$ cat config.mk
export PLATFORM = sky130hd
export DESIGN_NAME = rmpt_ctrl
export DESIGN_NICKNAME = d
export VERILOG_FILES = /design/src/hw/rtl/rmpt_pkg.sv /design/src/hw/rtl/rmpt_ctrl.sv
export SDC_FILE = /design/constraint.sdc
export NUM_CORES = 1
export LEC_CHECK = 0
export ABC_AREA = 1
export CORE_MARGIN = 1
export CORE_UTILIZATION = 23
export CTS_BUF_LIST = sky130_fd_sc_hd__clkbuf_4
export DETAILED_ROUTE_END_ITERATION = 6
export DONT_BUFFER_PORTS = 1
export SLEW_MARGIN = 20
export SYNTH_ARGS = -nofsm -noshare
export SYNTH_HDL_FRONTEND = slang
export SYNTH_SLANG_ARGS = --single-unit
export TNS_END_PERCENT = 5
$ cat constraint.sdc
create_clock -name i_clk -period 1.8 [get_ports i_clk]
set_input_delay 0.09 -clock i_clk [delete_from_list [all_inputs] [get_ports i_clk]]
set_output_delay 0.09 -clock i_clk [all_outputs]
set_load 0.005 [all_outputs]
$ cat src/hw/rtl/rmpt_pkg.sv
// ----------------------------------------------------------------------------
// rmpt_pkg
// Shared widths and the command and status bundles that pass between the
// controller and the datapath of the range maximum pair tree.
// ----------------------------------------------------------------------------
package rmpt_pkg;

    localparam int unsigned IDX_W   = 11;
    localparam int unsigned SCORE_W = 16;
    localparam int unsigned TAG_W   = 16;
    localparam int unsigned PAIR_W  = SCORE_W + TAG_W;

    // Commands from the controller, at most one of them active in a cycle.
    typedef struct packed {
        logic load;      // capture an accepted word
        logic clr;       // write zero at the sweep address and step it
        logic upd_leaf;  // write the leaf, read its sibling
        logic upd_step;  // write the parent maximum, read the next sibling
        logic q_rd_l;    // read the left border node if it is a right child
        logic q_rd_r;    // read the right border node, climb one level
        logic out_load;  // load the output register
    } t_cmd;

    typedef struct packed {
        logic clr_last;  // sweep is at the last node
        logic leaf_ok;   // leaf index lies in 1..LEAVES
        logic p_gt1;     // current node has a parent
        logic p_gt3;     // parent of the current node has a parent
        logic l_lt_r;    // query walk not yet finished
    } t_status;

endpackage

$ cat src/hw/rtl/rmpt_ctrl.sv
// ----------------------------------------------------------------------------
// rmpt_ctrl
// Sequencer for the tree: clearing sweep after reset, the leaf-to-root walk of
// an update, the two-reads-per-level walk of a query, and the output valid.
// ----------------------------------------------------------------------------
module rmpt_ctrl
    import rmpt_pkg::*;
(
    input  logic    i_clk,
    input  logic    i_rst_n,
    input  logic    i_valid,
    input  logic    i_operation,
    output logic    o_ready,
    output logic    o_valid,
    input  logic    i_ready,
    output t_cmd    o_cmd,
    input  t_status i_status
);

    typedef enum logic [5:0] {
        S_CLR   = 6'b000001,
        S_IDLE  = 6'b000010,
        S_ULEAF = 6'b000100,
        S_USTEP = 6'b001000,
        S_QL    = 6'b010000,
        S_QR    = 6'b100000
    } t_state;

    t_state r_state, n_state;
    logic   r_out_valid, n_out_valid;
    logic   out_free;

    assign out_free = !r_out_valid || i_ready;
    assign o_ready  = (r_state == S_IDLE);
    assign o_valid  = r_out_valid;

    always_comb begin
        n_state = r_state;
        o_cmd   = '0;
        case (r_state)
            S_CLR: begin
                o_cmd.clr = 1'b1;
                if (i_status.clr_last) begin
                    n_state = S_IDLE;
                end
            end
            S_IDLE: begin
                if (i_valid) begin
                    o_cmd.load = 1'b1;
                    n_state    = i_operation ? S_QL : S_ULEAF;
                end
            end
            S_ULEAF: begin
                if (!i_status.leaf_ok) begin
                    n_state = S_IDLE;
                end else begin
                    o_cmd.upd_leaf = 1'b1;
                    n_state        = i_status.p_gt1 ? S_USTEP : S_IDLE;
                end
            end
            S_USTEP: begin
                o_cmd.upd_step = 1'b1;
                n_state        = i_status.p_gt3 ? S_USTEP : S_IDLE;
            end
            S_QL: begin
                if (i_status.l_lt_r) begin
                    o_cmd.q_rd_l = 1'b1;
                    n_state      = S_QR;
                end else if (out_free) begin
                    // The pending right border read is folded into the result here.
                    o_cmd.out_load = 1'b1;
                    n_state        = S_IDLE;
                end
            end
            S_QR: begin
                o_cmd.q_rd_r = 1'b1;
                n_state      = S_QL;
            end
            default: begin
                n_state = S_IDLE;
            end
        endcase
    end

    always_comb begin
        n_out_valid = r_out_valid && !i_ready;
        if (o_cmd.out_load) begin
            n_out_valid = 1'b1;
        end
    end

    always_ff @(posedge i_clk) begin
        if (!i_rst_n) begin
            r_state     <= S_CLR;
            r_out_valid <= 1'b0;
        end else begin
            r_state     <= n_state;
            r_out_valid <= n_out_valid;
        end
    end

endmodule

==> run metrics <==
Net Sw Power 124 µW; CP max stage cell dfxtp_1; WP data arrival 1.23 ns; final setup violation count 0; sequential group share of total power 41.6%; H-tree depth 1; Ports 19; Startpoint Class flop; max_slew headroom 86.8%; TritonCTS Sinks 7; combinational group share of total power 21.6%; most frequent cells in the layout inv_1, nor2_1, dfxtp_1; Min Hold Slack 0.0194 ns; utilization after layout 28.7%; max-slew violation count 0; pin slew with the least headroom to its limit 0.197 ns; # DRC 0; Leak 0.000273 µW; Num CTS Buffers 3; vias in the first global route 439; total core area 2000 µm²; initial antenna violation count 0; Routability Congestion 0.792; TNS Setup 0 ns; critical path cell sequence nor2_4 > nand2_2 > nor2_4 > nand2_2 > a21oi_1; Syn Area/Cell 6.87 µm²; pin count of the biggest net entering global routing 8; Final min period 1.32 ns; Initial Utilization 25.1%; Mapped Cells 73; DRT iter0 DRCs 13; Seq/Total Area, Yosys 27.9%; Die Wd 48.7 µm; clk_skew 0.00192 ns; number of diodes 0; DP Wirelength 894 µm; CP max stage delay 0.34 ns; Rows 16; crit path max fanout 6; postcts setup bufs 0; GRT overflow 0; Critical Path End Type output port; Setup Crit Path Kind flop to output port; period utilization 73.3%; clock power share 36.8%; area grow syn2layout 14.7%; clk root buf clkbuf_4; worst path required time 1.71 ns; commonest non-fill, non-tap cell in the layout inv_1; Reg clk slew, reported paths 0.05 ns; CTS tree built; PortBufs 0; clk_lat worst skew 0.24 ns; GRT Overall Usage 9.85%; share of cells above drive strength 1 28.2%; vias per cell 4.48; Synth Net Count 83; maximum clock rate 0.758 GHz; max-cap violations 0; Synth Register Bits 7; RSZ-0062 raised after global routing false; sw frac 29.3%; drt wl/cell 10.1 µm; Cell Area, Synth 502 µm²; final hold violation count 0; Synth warnings 0; HP Class input port to flop; first-pass GRT wire length 1.79 mm; Layout Nets 89; CP delay by family, top simple AND/OR/NAND/NOR gates; Vias 470; Post-DRT Antenna Nets 0; Netlist cell types 19; worst vdd ir 0.166 mV; worst path bufs/invs 0; final wirelength 1.06 mm; Design Power 422 µW; area of the die 2370 µm²; outcome complete, no violations; PD cells 734 nW/µm²; chip height 48.7 µm; Max Buffers Root-to-Sink 2; drt first pass iters 4; Pint 298 µW
==> power groups by stage <==
stage / combinational (µW) / sequential (µW) / clock (µW)
floorplan: 76.1 / 177 / 0
finish: 91.2 / 176 / 155
CTS: 91.9 / 176 / 161
global route: 102 / 177 / 171
detailed placement: 89.1 / 179 / 0
global placement: 88.4 / 178 / 0
==> state kept, by name, indices dropped and copies added (netlist names) <==
name,flops
r_state,6
o_valid,1
==> cell families (layout without fill, tap and decap cells) <==
family	Yosys count	count (layout)	share of synthesized area, %
simple gates	41	41	49.6
buf+inv	19	24	14.2
flops	7	7	27.9
compound gates	6	6	8.23
==> worst reg2reg max path, delay by kind of cell, from the launching register on <==
| kind | cells | cell delay (ns) |
|---|---|---|
| flip-flops | 1 | 0.34 |
| AO/OA/AOI/OAI | 1 | 0.10 |
| AND/OR/NAND/NOR | 6 | 0.64 |
==> cell type report <==
| type | instances | area [µm²] |
|---|---|---|
| fill | 223 | 1430 |
| multi-input combinational | 47 | 290 |
| sequential | 7 | 140 |
| inverter | 19 | 71.3 |
| tap | 27 | 33.8 |
| clock buffer | 4 | 30.0 |
| timing repair buffer | 1 | 10.0 |
==> Yosys cell counts <==
cell type  number  area share (%)
nor3_1          2             2.0
a21oi_1         2             2.0
nand3_1         3             3.0
o22ai_2         1             2.5
nor2_4          4             9.0
nor2_1          9             6.7
nor2_2          3             3.7
nand4_1         5             6.2
nand3_2         2             4.0
and2_4          1             1.7
and3_1          1             1.2
a21oi_2         1             1.7
nand2_1         6             4.5
o21ai_0         2             2.0
nand2_2         4             5.0
nand4_2         1             2.5
inv_2           1            0.75
dfxtp_1         7              28
inv_1          18              13
==> routing by layer <==
| metal | GRT usage, % | wire length [µm] |
|---|---|---|
| met4 | 8.82 | 34 |
| met3 | 2.20 | 80 |
| met2 | 16.4 | 521 |
| met1 | 10.2 | 422 |
| met5 | 0 | 0 |
==> path summary, 6_finish.rpt <==
path	startpoint	to	slack [ns]	cells past startpoint
max	r_state[2]	o_cmd[0]	0.48	5
min	i_operation	r_state[2]	0.02	3
max reg2reg	r_state[2]	r_state[1]	0.67	7
min reg2reg	o_valid	o_valid	0.53	2
==> timing repair <==
| item | 4_1_cts | 5_1_grt |
|---|---|---|
| hold buffers | 1 | 0 |
| hold endpoints to repair | 3 | 0 |
| gates resized for setup | 0 | 0 |
==> per-stage QoR <==
step | instances | area [µm²] | setup slack (ns)
final | 105 | 576 | 0.480
after global routing | 105 | 576 | 0.393
after CTS | 105 | 576 | 0.466
after detailed placement | 100 | 536 | 0.670
after global placement | 100 | 536 | 0.670
after floorplan | 73 | 502 | 0.791
No activity file was read; power rests on OpenSTA's default activity.
